`config.mk`:
```
export PLATFORM = sky130hd
export DESIGN_NAME = spbtp_power
export DESIGN_NICKNAME = d
export VERILOG_FILES = /design/src/hw/rtl/spbtp_pkg.sv /design/src/hw/rtl/spbtp_power.sv
export SDC_FILE = /design/constraint.sdc
export NUM_CORES = 2
export LEC_CHECK = 0
export BUFFER_PORTS_ARGS = -buffer_cell sky130_fd_sc_hd__buf_2
export CAP_MARGIN = 20
export CORE_MARGIN = 5
export CORE_UTILIZATION = 40
export CTS_BUF_LIST = sky130_fd_sc_hd__clkbuf_16
export CTS_CLUSTER_SIZE = 20
export DETAILED_ROUTE_END_ITERATION = 10
export PLACE_DENSITY = 0.55
export SYNTH_ARGS = -nofsm -noshare
export SYNTH_HDL_FRONTEND = slang
export SYNTH_SLANG_ARGS = --single-unit
```
`constraint.sdc`:
```
create_clock -name clk -period 9 [get_ports clk]
set_clock_uncertainty 0.15 [all_clocks]
set_input_delay 0.9 -clock clk [delete_from_list [all_inputs] [get_ports clk]]
set_output_delay 0.9 -clock clk [all_outputs]
set_load 0.1 [all_outputs]
```
`src/hw/rtl/spbtp_pkg.sv`:
```
// ----------------------------------------------------------------------------
// spbtp_pkg
// Shared types and constants of the spectral band top peaks block.
// ----------------------------------------------------------------------------
package spbtp_pkg;

  localparam int BIN_W   = 10;
  localparam int SAMP_W  = 24;
  localparam int POWER_W = 48;
  localparam int RATE_W  = 18;
  localparam int COUNT_W = 4;
  localparam int WIN_W   = 16;
  localparam int FREQ_W  = 17;
  localparam int RANK_W  = 3;
  localparam int CFG_W   = 18;
  localparam int CFGI_W  = 2;

  localparam logic [CFGI_W-1:0] REG_BAND_LOW  = 2'd0;
  localparam logic [CFGI_W-1:0] REG_BAND_HIGH = 2'd1;
  localparam logic [CFGI_W-1:0] REG_PEAK_CNT  = 2'd2;
  localparam logic [CFGI_W-1:0] REG_RATE      = 2'd3;

  typedef enum logic {
    S_FILL,
    S_DRAIN
  } state_t;

  typedef struct packed {
    logic               valid;
    logic [POWER_W-1:0] power;
    logic [BIN_W-1:0]   bin;
  } entry_t;

  typedef struct packed {
    logic               valid;
    logic               last;
    logic               inband;
    logic [POWER_W-1:0] power;
    logic [BIN_W-1:0]   bin;
  } item_t;

  typedef struct packed {
    logic insert;
    logic shift;
    logic clear;
  } cell_ctrl_t;

endpackage

```
`src/hw/rtl/spbtp_power.sv`:
```
// ----------------------------------------------------------------------------
// spbtp_power
// Two-stage squared magnitude pipeline with the band test.
// ----------------------------------------------------------------------------
module spbtp_power (
  input  logic                            clk,
  input  logic                            rst,
  input  logic                            in_valid,
  input  logic signed [spbtp_pkg::SAMP_W-1:0] re,
  input  logic signed [spbtp_pkg::SAMP_W-1:0] im,
  input  logic [spbtp_pkg::BIN_W-1:0]     bin,
  input  logic                            last,
  input  logic [spbtp_pkg::BIN_W-1:0]     band_low,
  input  logic [spbtp_pkg::BIN_W-1:0]     band_high,
  output spbtp_pkg::item_t                item
);
  import spbtp_pkg::*;

  logic                      valid1;
  logic                      last1;
  logic                      inband1;
  logic [BIN_W-1:0]          bin1;
  logic signed [POWER_W-1:0] sq_re;
  logic signed [POWER_W-1:0] sq_im;

  always_ff @(posedge clk) begin
    if (rst) begin
      valid1 <= 1'b0;
    end else begin
      valid1 <= in_valid;
    end
    last1   <= last;
    bin1    <= bin;
    inband1 <= (bin >= band_low) && (bin <= band_high);
    sq_re   <= re * re;
    sq_im   <= im * im;
  end

  always_ff @(posedge clk) begin
    if (rst) begin
      item.valid <= 1'b0;
    end else begin
      item.valid <= valid1;
    end
    item.last   <= last1;
    item.inband <= inband1;
    item.bin    <= bin1;
    item.power  <= POWER_W'($unsigned(sq_re) + $unsigned(sq_im));
  end

endmodule

```
[Word-level counts from Yosys, hierarchy flattened]
Cells that the tools add are included.
Cells by class
  $add $sub $neg: 1
  multiply operators: 2
  magnitude comparators: 2
  reductions and logical operators: 1
Operators with widths (number)
  24-bit by 24-bit multiplier with 48-bit output: 2
  48-bit adder: 1
  10-bit >= comparator: 1
  10-bit less-or-equal comparator: 1
  1-bit logical AND: 1
Word-level totals
  flip-flop bits (word level): 170
  input port bits: 82
  output and inout port bits: 61
  word-level logic and storage cells: 17

[Logic depth before layout (Yosys ltp)]
  depth in word-level cells: 2
  mapped depth: 28
  depth with buffers taken out: 25

[Least setup slack after synthesis]
OpenSTA, ideal clock, no wires.
  kind: input to register
  start point: input re[23] (netlist name)
  end point: register sq_re[47]
  arrival: 7.525 ns
  path slack: 1.234 ns
  stages on the path: 25
  buffers on the path: 2
  cells stage by stage: clkbuf_1 -> clkbuf_1 -> nand2_1 -> inv_1 -> fa_1 -> fa_1 -> inv_1 -> fa_1 -> inv_1 -> fa_1 -> fa_1 -> fa_1 -> inv_1 -> fa_1 -> inv_1 -> ha_1 -> a211oi_1 -> o21ai_0 -> a221oi_2 -> nand3_1 -> a21oi_1 -> o21ai_1 -> a41oi_2 -> nor2_1 -> a311oi_1
On the way
  word-level cells in the longest chain between the ends: 1
RTL lines
  start: declaration: RTL line spbtp_power.sv:9  | input logic signed [spbtp_pkg::SAMP_W-1:0] re,
  24-bit by 24-bit multiplier with 48-bit output: RTL line spbtp_power.sv:35  | sq_re <= re * re;
  end signal: assignment: RTL line spbtp_power.sv:35
  end: declaration: RTL line spbtp_power.sv:23  | logic signed [POWER_W-1:0] sq_re;
Every way passes these cells.
A chain may end at the register's enable or synchronous reset.

[Worst setup path after layout]
  start point: input re[1] (netlist name)
  end point: register sq_re[47]
Same word-level chain as after synthesis.

==> flow_metrics.py <==
metrics = {
    "synth": {
        "syn_area_mm2": 0.0439,
        "synth_nets": 6072,
        "async_flop_share": 0,
        "syn_inst": 4525,
        "ys.warnings.count": 0,
        "synth_largest_area_cell": "fa_1",
        "synth_seq_cells": 168,
        "synthFlopType": "dfxtp_1",
        "synth_edf_count": 0,
        "synthDistinctLibCells": 85,
        "seq_area_frac_synth": 0.0766,
        "ys_top_cells_by_area": "fa_1, inv_1, ha_1, dfxtp_1, nand2_1",
        "synth.top_cell.area_share": 0.508,
        "postSynthAreaPerCell_um2": 9.70,
    },
    "grt": {
        "grt_max_degree": 38,
        "grt_pass1_vias": 32500,
        "antenna_found_initial": 4,
        "overflow": 0,
        "grt_pass1_wl_mm": 171,
        "grt_usage": 0.185,
    },
    "floorplanning": {
        "die_w_um": 341,
        "num_rows": 121,
        "io_pins": 143,
        "core_mm2": 0.109,
        "die_y_um": 341,
        "fp.dieArea_mm2": 0.116,
        "initial_utilization": 0.403,
    },
    "finish": {
        "final_util": 0.429,
        "instances_no_fill": 6032,
        "syn2layout_area_growth_pct": 6.59,
        "layout-drive-gt1-share": 0.0518,
        "n_fill_cell": 10800,
        "nets": 6151,
    },
    "setup_path": {
        "arrival_ns": 8.11,
        "required_ns": 9.20,
        "crit_path_start_kind": "primary input",
        "path_max_fanout": 25,
        "path_class": "primary input to flop",
        "end_kind": "flop",
    },
    "routing": {
        "vias": 29200,
        "drtAntennaViolNets": 0,
        "first_iter_violations": 1301,
        "via_per_inst": 4.84,
        "drt_first_pass_iters": 7,
        "drc": 0,
        "avgRoutedWirePerCell_um": 17.2,
        "routed_wl_mm": 103,
    },
    "clocking": {
        "cts_max_path_buffers": 2,
        "clkLatencyLatePin_ns": 0.44,
        "cts-htree-levels": 4,
        "cts-resized-gates": 0,
        "cts_tree": "built",
        "root_buffer": "clkbuf_16",
        "numCtsBuffers": 17,
        "clkTransAtPathRegs_ns": 0.07,
        "clock-sinks": 168,
        "cts_hold_buf": 0,
        "post_cts_buffers": 0,
    },
    "timing": {
        "rsz0062_at_grt": "no",
        "period_needed_ns": 7.92,
        "finalHoldViolations": 0,
        "hold_slack_ns": 0.179,
        "worstMarginPinSlew_ns": 0.792,
        "setup_viol": 0,
        "slew_headroom": 0.472,
        "slew_violations": 0,
        "fmax_ghz": 0.126,
        "period_share": 0.880,
        "timing.setup.tns_ns": 0,
    },
    "min_path": {
        "min_path_type": "flop to flop",
    },
    "status": {
        "status": "completed",
    },
    "placed_design": {
        "placed_cells": 5999,
        "place.gp.congestion": 0.872,
        "place_hpwl_mm": 88.7,
        "numPortBuffers": 142,
    },
    "flow_run": {
        "cap_violations": 0,
    },
}
## worst max-delay path: stages
cell,delay [ns]
buf_2,0.42
nand2_1,0.18
inv_1,0.11
fa_1,0.56
fa_1,0.72
inv_1,0.22
fa_1,0.85
inv_1,0.26
fa_1,0.51
fa_1,0.57
fa_1,0.44
fa_1,0.45
ha_1,0.35
a21o_1,0.22
nor2_1,0.15
nand3_1,0.10
a21oi_1,0.24
o21ai_1,0.16
a41oi_2,0.34
nor2_1,0.07
a311oi_1,0.26
## registers in the layout, summed over array words and instances, names as in the netlist
register,flops
valid1,1
sq_re,47
last1,1
sq_im,47
inband1,1
item,61
bin1,10
## placed cells by master (no fill, tap or decap), types with 4 or more instances in the layout
cell       netlist  routed
a221o_1          4       4
buf_2            1     142
o21bai_1        23      23
o21ai_2          4       4
nor4_1           5       5
dfxtp_1        168     168
o21ai_1         10      10
nor2b_1         51      51
inv_1         1342    1342
nor3_1          23      23
a21boi_0         5       5
or4_1            4       4
nand3_1         34      34
a31oi_1         11      11
o21a_1          12      12
a311oi_1         6       6
nor3b_1          4       4
nand2_1        391     391
a211oi_1        12      12
ha_1           352     352
and2_1         206     206
a21o_1          62      62
xor2_1          46      46
and3_1          14      14
inv_8            0       5
fa_1          1113    1113
nand2b_1        25      25
a211o_1          4       4
clkbuf_16        0      17
nand4_1         18      18
nor2_1          86      86
o211ai_1        10      10
nand3b_1         5       5
a21oi_1        120     120
clkinv_8         0       5
or3_1            8       8
o21ai_0         50      50
xnor2_1        111     111
buf_4            0      30
## logic make-up after synthesis
group | synth area share
AOI/OAI and AO/OA | 0.0593
xor gates and xnor gates | 0.0313
adders and majority gates | 0.608
buffers and inverters | 0.125
DFF | 0.0766
muxes | 0.00120
and+or+nand+nor | 0.0991
## through the flow
stage                     cell area, µm²  setup WS, ns
after floorplan                    43900          1.23
after global placement             46200         0.735
after detailed placement           46200         0.609
after CTS                          46800          1.07
after global routing               46800         0.598
final                              46800          1.08
## cell type report
type                    instances  area, µm²  area share
diodes                          1       2.50   0.0000535
flip-flops and latches        168       3360      0.0719
repair buffers                173        956      0.0204
clock buffers                  17        425     0.00909
multi-input cells            2902      35100       0.749
inverters                    1342       5040       0.108
clock inverters                15        175     0.00374
well taps                    1414       1770      0.0378
## routing by layer
metal / GRT usage / routed length, µm
met4: 0.0327 / 1890
met1: 0.244 / 44000
met2: 0.331 / 53100
met3: 0.0228 / 4490
met5: 0 / 0
## worst paths after layout
| path | startpoint | to | slack, ns | depth (start not counted) |
|---|---|---|---|---|
| setup reg to reg | sq_re[11]$_DFF_P_ | item[33]$_DFF_P_ | 5.52 | 10 |
| hold reg to reg | bin1[6]$_DFF_P_ | item[6]$_DFF_P_ | 0.18 | 0 |
| hold / removal | bin1[6]$_DFF_P_ | item[6]$_DFF_P_ | 0.18 | 0 |
| setup / recovery | re[1] | sq_re[47]$_DFF_P_ | 1.08 | 21 |
## synthesized netlist by cell type, drive strengths merged, types with 5 or more instances
| library cell | instances |
|---|---|
| inv | 1342 |
| fa | 1113 |
| nand2 | 391 |
| ha | 352 |
| and2 | 206 |
| dfxtp | 168 |
| a21oi | 121 |
| clkbuf | 111 |
| xnor2 | 111 |
| nor2 | 86 |
| o21ai | 64 |
| a21o | 62 |
| nor2b | 51 |
| xor2 | 46 |
| nand3 | 34 |
| nand2b | 25 |
| o21bai | 25 |
| nor3 | 23 |
| nand4 | 18 |
| a211oi | 14 |
| and3 | 14 |
| a31oi | 12 |
| o21a | 12 |
| o211ai | 11 |
| a21boi | 9 |
| or3 | 9 |
| a311oi | 8 |
| nand3b | 5 |
| nor4 | 5 |
| o311ai | 5 |
| o31ai | 5 |
Power is not shown: default switching activity piles up to over one toggle a cycle in this logic, so the estimate is an artifact.
