[config.mk]
export PLATFORM = sky130hd
export DESIGN_NAME = spbtp_cell
export DESIGN_NICKNAME = d
export VERILOG_FILES = /design/src/hw/rtl/spbtp_pkg.sv /design/src/hw/rtl/spbtp_cell.sv
export SDC_FILE = /design/constraint.sdc
export NUM_CORES = 1
export LEC_CHECK = 0
export ABC_AREA = 0
export BUFFER_PORTS_ARGS = -buffer_cell sky130_fd_sc_hd__buf_2
export CORE_ASPECT_RATIO = 1.4
export CORE_MARGIN = 5
export CORE_UTILIZATION = 42
export CTS_BUF_LIST = sky130_fd_sc_hd__clkbuf_8
export DETAILED_ROUTE_END_ITERATION = 10
export PLACE_DENSITY = 0.8
export SYNTH_ARGS = -nofsm -noshare
export SYNTH_HDL_FRONTEND = slang
export SYNTH_SLANG_ARGS = --single-unit
[constraint.sdc]
create_clock -name clk -period 4 [get_ports clk]
set_clock_uncertainty 0.15 [all_clocks]
set_input_delay 0.8 -clock clk [delete_from_list [all_inputs] [get_ports clk]]
set_output_delay 0.8 -clock clk [all_outputs]
set_load 0.005 [all_outputs]
[src/hw/rtl/spbtp_pkg.sv]
// ----------------------------------------------------------------------------
// spbtp_pkg
// Shared types and constants of the spectral band top peaks block.
// ----------------------------------------------------------------------------
package spbtp_pkg;

  localparam int BIN_W   = 10;
  localparam int SAMP_W  = 24;
  localparam int POWER_W = 48;
  localparam int RATE_W  = 18;
  localparam int COUNT_W = 4;
  localparam int WIN_W   = 16;
  localparam int FREQ_W  = 17;
  localparam int RANK_W  = 3;
  localparam int CFG_W   = 18;
  localparam int CFGI_W  = 2;

  localparam logic [CFGI_W-1:0] REG_BAND_LOW  = 2'd0;
  localparam logic [CFGI_W-1:0] REG_BAND_HIGH = 2'd1;
  localparam logic [CFGI_W-1:0] REG_PEAK_CNT  = 2'd2;
  localparam logic [CFGI_W-1:0] REG_RATE      = 2'd3;

  typedef enum logic {
    S_FILL,
    S_DRAIN
  } state_t;

  typedef struct packed {
    logic               valid;
    logic [POWER_W-1:0] power;
    logic [BIN_W-1:0]   bin;
  } entry_t;

  typedef struct packed {
    logic               valid;
    logic               last;
    logic               inband;
    logic [POWER_W-1:0] power;
    logic [BIN_W-1:0]   bin;
  } item_t;

  typedef struct packed {
    logic insert;
    logic shift;
    logic clear;
  } cell_ctrl_t;

endpackage

[src/hw/rtl/spbtp_cell.sv]
// ----------------------------------------------------------------------------
// spbtp_cell
// One slot of the sorted peak list: compares, inserts and shifts.
// ----------------------------------------------------------------------------
module spbtp_cell (
  input  logic                         clk,
  input  logic                         rst,
  input  spbtp_pkg::cell_ctrl_t        ctrl,
  input  logic [spbtp_pkg::POWER_W-1:0] new_power,
  input  logic [spbtp_pkg::BIN_W-1:0]  new_bin,
  input  spbtp_pkg::entry_t            prev_entry,
  input  logic                         prev_above,
  input  spbtp_pkg::entry_t            next_entry,
  output spbtp_pkg::entry_t            entry,
  output logic                         above
);
  import spbtp_pkg::*;

  entry_t entry_next;

  assign above = !entry.valid || (new_power > entry.power) ||
                 ((new_power == entry.power) && (new_bin < entry.bin));

  always_comb begin
    entry_next = entry;
    priority if (ctrl.clear) begin
      entry_next.valid = 1'b0;
    end else if (ctrl.shift) begin
      entry_next = next_entry;
    end else if (ctrl.insert && above) begin
      if (prev_above) begin
        entry_next = prev_entry;
      end else begin
        entry_next.valid = 1'b1;
        entry_next.power = new_power;
        entry_next.bin   = new_bin;
      end
    end
  end

  always_ff @(posedge clk) begin
    if (rst) begin
      entry.valid <= 1'b0;
    end else begin
      entry.valid <= entry_next.valid;
    end
    entry.power <= entry_next.power;
    entry.bin   <= entry_next.bin;
  end

endmodule

Word level (Yosys, flattened, before mapping) --
Index checks and enable logic that the tools add are counted.
Cells by class: $lt $le $gt $ge 2, equality and inequality tests 1, muxes and demuxes 3, bitwise logic cells 1, reduce and logical (&&, ||, !) cells 8
Operator list (count):
- $mux 59 | 3
- $eq 48x48->1 | 1
- $gt 48x48->1 | 1
- $lt 10x10->1 | 1
- $logic_and 1x1->1 | 2
- $logic_or 1x1->1 | 2
- $reduce_and 2->1 | 1
- $reduce_bool 2->1 | 1
- $reduce_or 2->1 | 1
- $logic_not 1->1 | 1
- $not 1->1 | 1
Word-level totals: bits in registers 59, input port bits 182, output and inout bits 60, logic and storage cells 18

Longest topological paths before layout --
depth in word-level cells 6, mapped depth 9

Worst setup path after synthesis --
Ideal clock, no wire load.
kind input-to-reg, start point input new_bin[5] (netlist bit), end point register entry[0] (netlist bit), enable pin, library setup time 0.421 ns, arrival 3.421 ns, data required time 3.429 ns, path slack 0.008 ns, stages on the path 7, path buffers 0, path through ha_1 > a211oi_1 > o21ai_0 > a2111oi_0 > nor3_1 > nor3b_1 > a221o_1
Between the ends: cells in the longest elaborated chain, start to end 6
RTL lines:
- from (decl) | RTL line spbtp_cell.sv:10 | input logic [spbtp_pkg::BIN_W-1:0] new_bin,
- $lt 10x10->1 | RTL line spbtp_cell.sv:22 | ((new_power == entry.power) && (new_bin < entry.bin));
- $logic_and 1x1->1 | RTL line spbtp_cell.sv:22
- $logic_or 1x1->1 | RTL line spbtp_cell.sv:21 | assign above = !entry.valid || (new_power > entry.power) ||
- $logic_and 1x1->1 | RTL line spbtp_cell.sv:30 | end else if (ctrl.insert && above) begin
- $reduce_bool 2->1 (no source line)
- $reduce_and 2->1 (no source line)
- to (decl) | RTL line spbtp_cell.sv:14 | output spbtp_pkg::entry_t entry,
Every way passes these cells. A chain may end at the register's enable or synchronous reset.

Worst setup path in the final report --
start point input new_power[31] (netlist bit), end point output above
Between the ends: cells in the longest elaborated chain, start to end 3, elaborated cells between the ends (all ways) 5
RTL lines:
- from (decl) | RTL line spbtp_cell.sv:9 | input logic [spbtp_pkg::POWER_W-1:0] new_power,
- $gt 48x48->1 / $eq 48x48->1 (equally long branches) | RTL line spbtp_cell.sv:21, spbtp_cell.sv:22
- $logic_or 1x1->1 / $logic_and 1x1->1 (equally long branches) | RTL line spbtp_cell.sv:21, spbtp_cell.sv:22
- $logic_or 1x1->1 * | RTL line spbtp_cell.sv:21
- to (decl) | RTL line spbtp_cell.sv:15 | output logic above
Mark *: on every way between the ends. The rest lies on a longest branch, timed or not.

==> run summary <==
Total area of sequential cells -> 0.001762 mm2
Crit share post-route -> 91.64%
Detailed-route vias per instance -> 5.232
Post-route DRC -> 0
Final Hold Vio Count -> 0
Setup Crit Path Kind -> input pin to primary output
Area occupied by multi-input gates -> 0.002437 mm2
XOR/XNOR share of the synthesized area -> 0%
Number of library cell types mapped by synthesis -> 35
Largest area contributor in the netlist -> sky130_fd_sc_hd__edfxtp_1
Multiplexer area fraction after synthesis -> 12.89%
Antenna diode instance count -> 0
Syn_nets -> 708
Largest register by flop count -> entry
Routed wirelength normalized by instance count -> 16.25 um
Achievable Freq -> 272.8 MHz
Area of all placed cells without fillers -> 0.006020 mm2
Rel. slew slack -> 32.31%
Slew at the pin closest to its max-slew limit -> 1.015 ns
Number of antenna violations at the first check in global routing -> 0
Clock tree sinks -> 59
Layout cell share with drive strength beyond 1 -> 37.97%
Synth Area in Simple Gates -> 11.00%
Vias in the first global route -> 4,743
Mean cell area of the mapped netlist -> 9.607 um2
Leakage power total -> 3.137 nW
Cts bufs inserted -> 9
Number of buffers added for setup after CTS -> 0
FP Rows -> 44
Setup violations, final -> 0
Sum of routed wire length over all layers -> 13,800 um
Die Outline Area -> 0.01293 mm2
Routability-driven placement congestion ratio -> 0.8816
Number of H-tree levels -> 3
Worst vdd rail ir drop -> 175.7 uV
ANT nets after route -> 0
Worst Path Max Fanout -> 4
Max-cap violations -> 0
Clock tree from TritonCTS -> yes
Max reg flops -> 59
Post-route minimum period -> 3.666 ns
Share of the yosys chip area belonging to registers -> 39.10%
Worst skew pair latency -> 0.34 ns
Maximum number of pins on one net before global-route repair -> 60
Fraction of post-synthesis cell area in the top cell type by area -> 38.66%
Dominant combinational cell family by area after synthesis -> adder cells
Global-route wire length before repair -> 21,660 um
IO Count -> 242
Clock input transition at the sequential cells of the worst setup and hold paths -> 0.06 ns
Max-slew violation total from the final report -> 0
Die extent in x -> 97.54 um
Design Power -> 1.788 mW
Final net count -> 946
Largest cells by area after synthesis -> sky130_fd_sc_hd__edfxtp_1, sky130_fd_sc_hd__ha_1, sky130_fd_sc_hd__mux2i_1
Arrival time of the worst setup path -> 2.72 ns
Outcome -> complete, no violations
Starting density of the core -> 43.07%
Final total negative setup slack -> 0 ns
Post-synthesis register bit count -> 59
Detailed Place HPWL -> 11,190 um
Most frequent standard cell in the layout excluding fill and tap cells -> sky130_fd_sc_hd__buf_2
Largest registers -> entry: 59 flops
Worst hold-check slack -> 0.5034 ns
Synth warn -> 0
DRC violation total after the first TritonRoute iteration -> 126
Utilization after layout -> 57.55%
Grt ovf -> 0
Y dimension of the die -> 132.6 um
CP endpoint kind -> primary output
Total Routing Usage GR -> 20.60%
Hold-fix buffers at CTS -> 0
Area fraction in compound gates after synthesis -> 14.36%
Setup repair after global routing missed its margin -> no
Synth-to-layout area growth -> 33.60%
Synthesized-area fraction occupied by adder cells -> 15.83%
Filler Cell Count -> 964
Detailed-router iteration count before antenna repair -> 4
Power per standard cell area -> 297.0 mW/mm2
Routed vias -> 4,442
Data required, critical path -> 3.05 ns
Maximum buffer depth of the clock tree -> 2
Count of mapped cells out of synthesis -> 469
Setup crit start kind -> input pin
Cell area after placement -> 0.005869 mm2
Root Buffer Master -> sky130_fd_sc_hd__clkbuf_8
Kind of path behind the tightest hold check -> input pin to flip-flop
Most frequent cells in the layout -> sky130_fd_sc_hd__buf_2, sky130_fd_sc_hd__nand2_1, sky130_fd_sc_hd__inv_1
Standard cell core area -> 0.01046 mm2
Cts repair resizes -> 0
Number of input and output port buffers inserted -> 241
Mapped Area -> 0.004506 mm2
[path summary, 6_finish.rpt]
kind	start	end	slack, ns	cells after the start
max	new_power[31]	above	0.33	9
min	rst	entry[58]	0.50	2
min reg2reg	entry[58]	entry[58]	0.58	3
max reg2reg	entry[41]	entry[27]	0.97	10
[through the flow]
step / setup slack [ns] / std cells
final: 0.3344 / 849
after global routing: 0.1761 / 849
after CTS: 0.3527 / 849
after detailed placement: 0.4028 / 834
after global placement: 0.3891 / 834
after floorplan: 0.007830 / 469
[cells in the mapped netlist, drive strengths merged]
cell type / number
a2111oi: 2
a211o: 1
a211oi: 3
a21o: 6
a21oi: 20
a221o: 2
a221oi: 1
a31oi: 1
buf: 6
clkbuf: 14
dfxtp: 1
edfxtp: 58
ha: 57
inv: 61
mux2i: 58
nand2: 67
nand2b: 2
nand3: 7
nand4: 12
nor2: 2
nor2b: 4
nor3: 5
nor3b: 1
nor4: 4
o211ai: 2
o21ai: 68
o21bai: 1
o22a: 1
o41ai: 1
or2: 1
[worst max-delay path, stage by stage]
cell	delay [ns]
sky130_fd_sc_hd__buf_2	0.11
sky130_fd_sc_hd__ha_1	0.31
sky130_fd_sc_hd__nand4_1	0.14
sky130_fd_sc_hd__or2_4	0.31
sky130_fd_sc_hd__nor3_2	0.29
sky130_fd_sc_hd__nand2_1	0.09
sky130_fd_sc_hd__nor3_1	0.36
sky130_fd_sc_hd__o21bai_2	0.14
sky130_fd_sc_hd__buf_2	0.16
[power by group]
group / switching [mW] / internal, mW / total [mW]
Sequential: 0.0332 / 0.766 / 0.799
Clock: 0.239 / 0.211 / 0.451
Combinational: 0.286 / 0.252 / 0.537
[cells by family (layout without fill, tap and decap cells)]
group,Yosys count,in the layout
DFF,59,59
muxes,58,58
and+or+nand+nor,105,105
adders and majority gates,57,57
buffers and inverters,81,323
AOI/OAI and AO/OA,109,109
[routing by layer]
metal / share of wire (%) / routed length [um] / track usage, % / vias up
met5: 0 / 0 / 0 / -
met4: 2.2 / 303 / 7.698 / 0
met3: 7.2 / 987 / 6.056 / 27
met2: 54 / 7413 / 39.40 / 172
met1: 37 / 5095 / 20.74 / 2076
li1: - / - / - / 2167
[final cells by class]
| cell class | count | area share, % |
|---|---|---|
| timing repair buffer | 247 | 21.08 |
| tap | 138 | 2.868 |
| sequential | 59 | 29.27 |
| inverter | 61 | 3.804 |
| clock buffer | 9 | 2.058 |
| clock inverter | 6 | 0.4365 |
| multi-input combinational | 329 | 40.49 |
No activity file was read; power rests on OpenSTA's default activity.
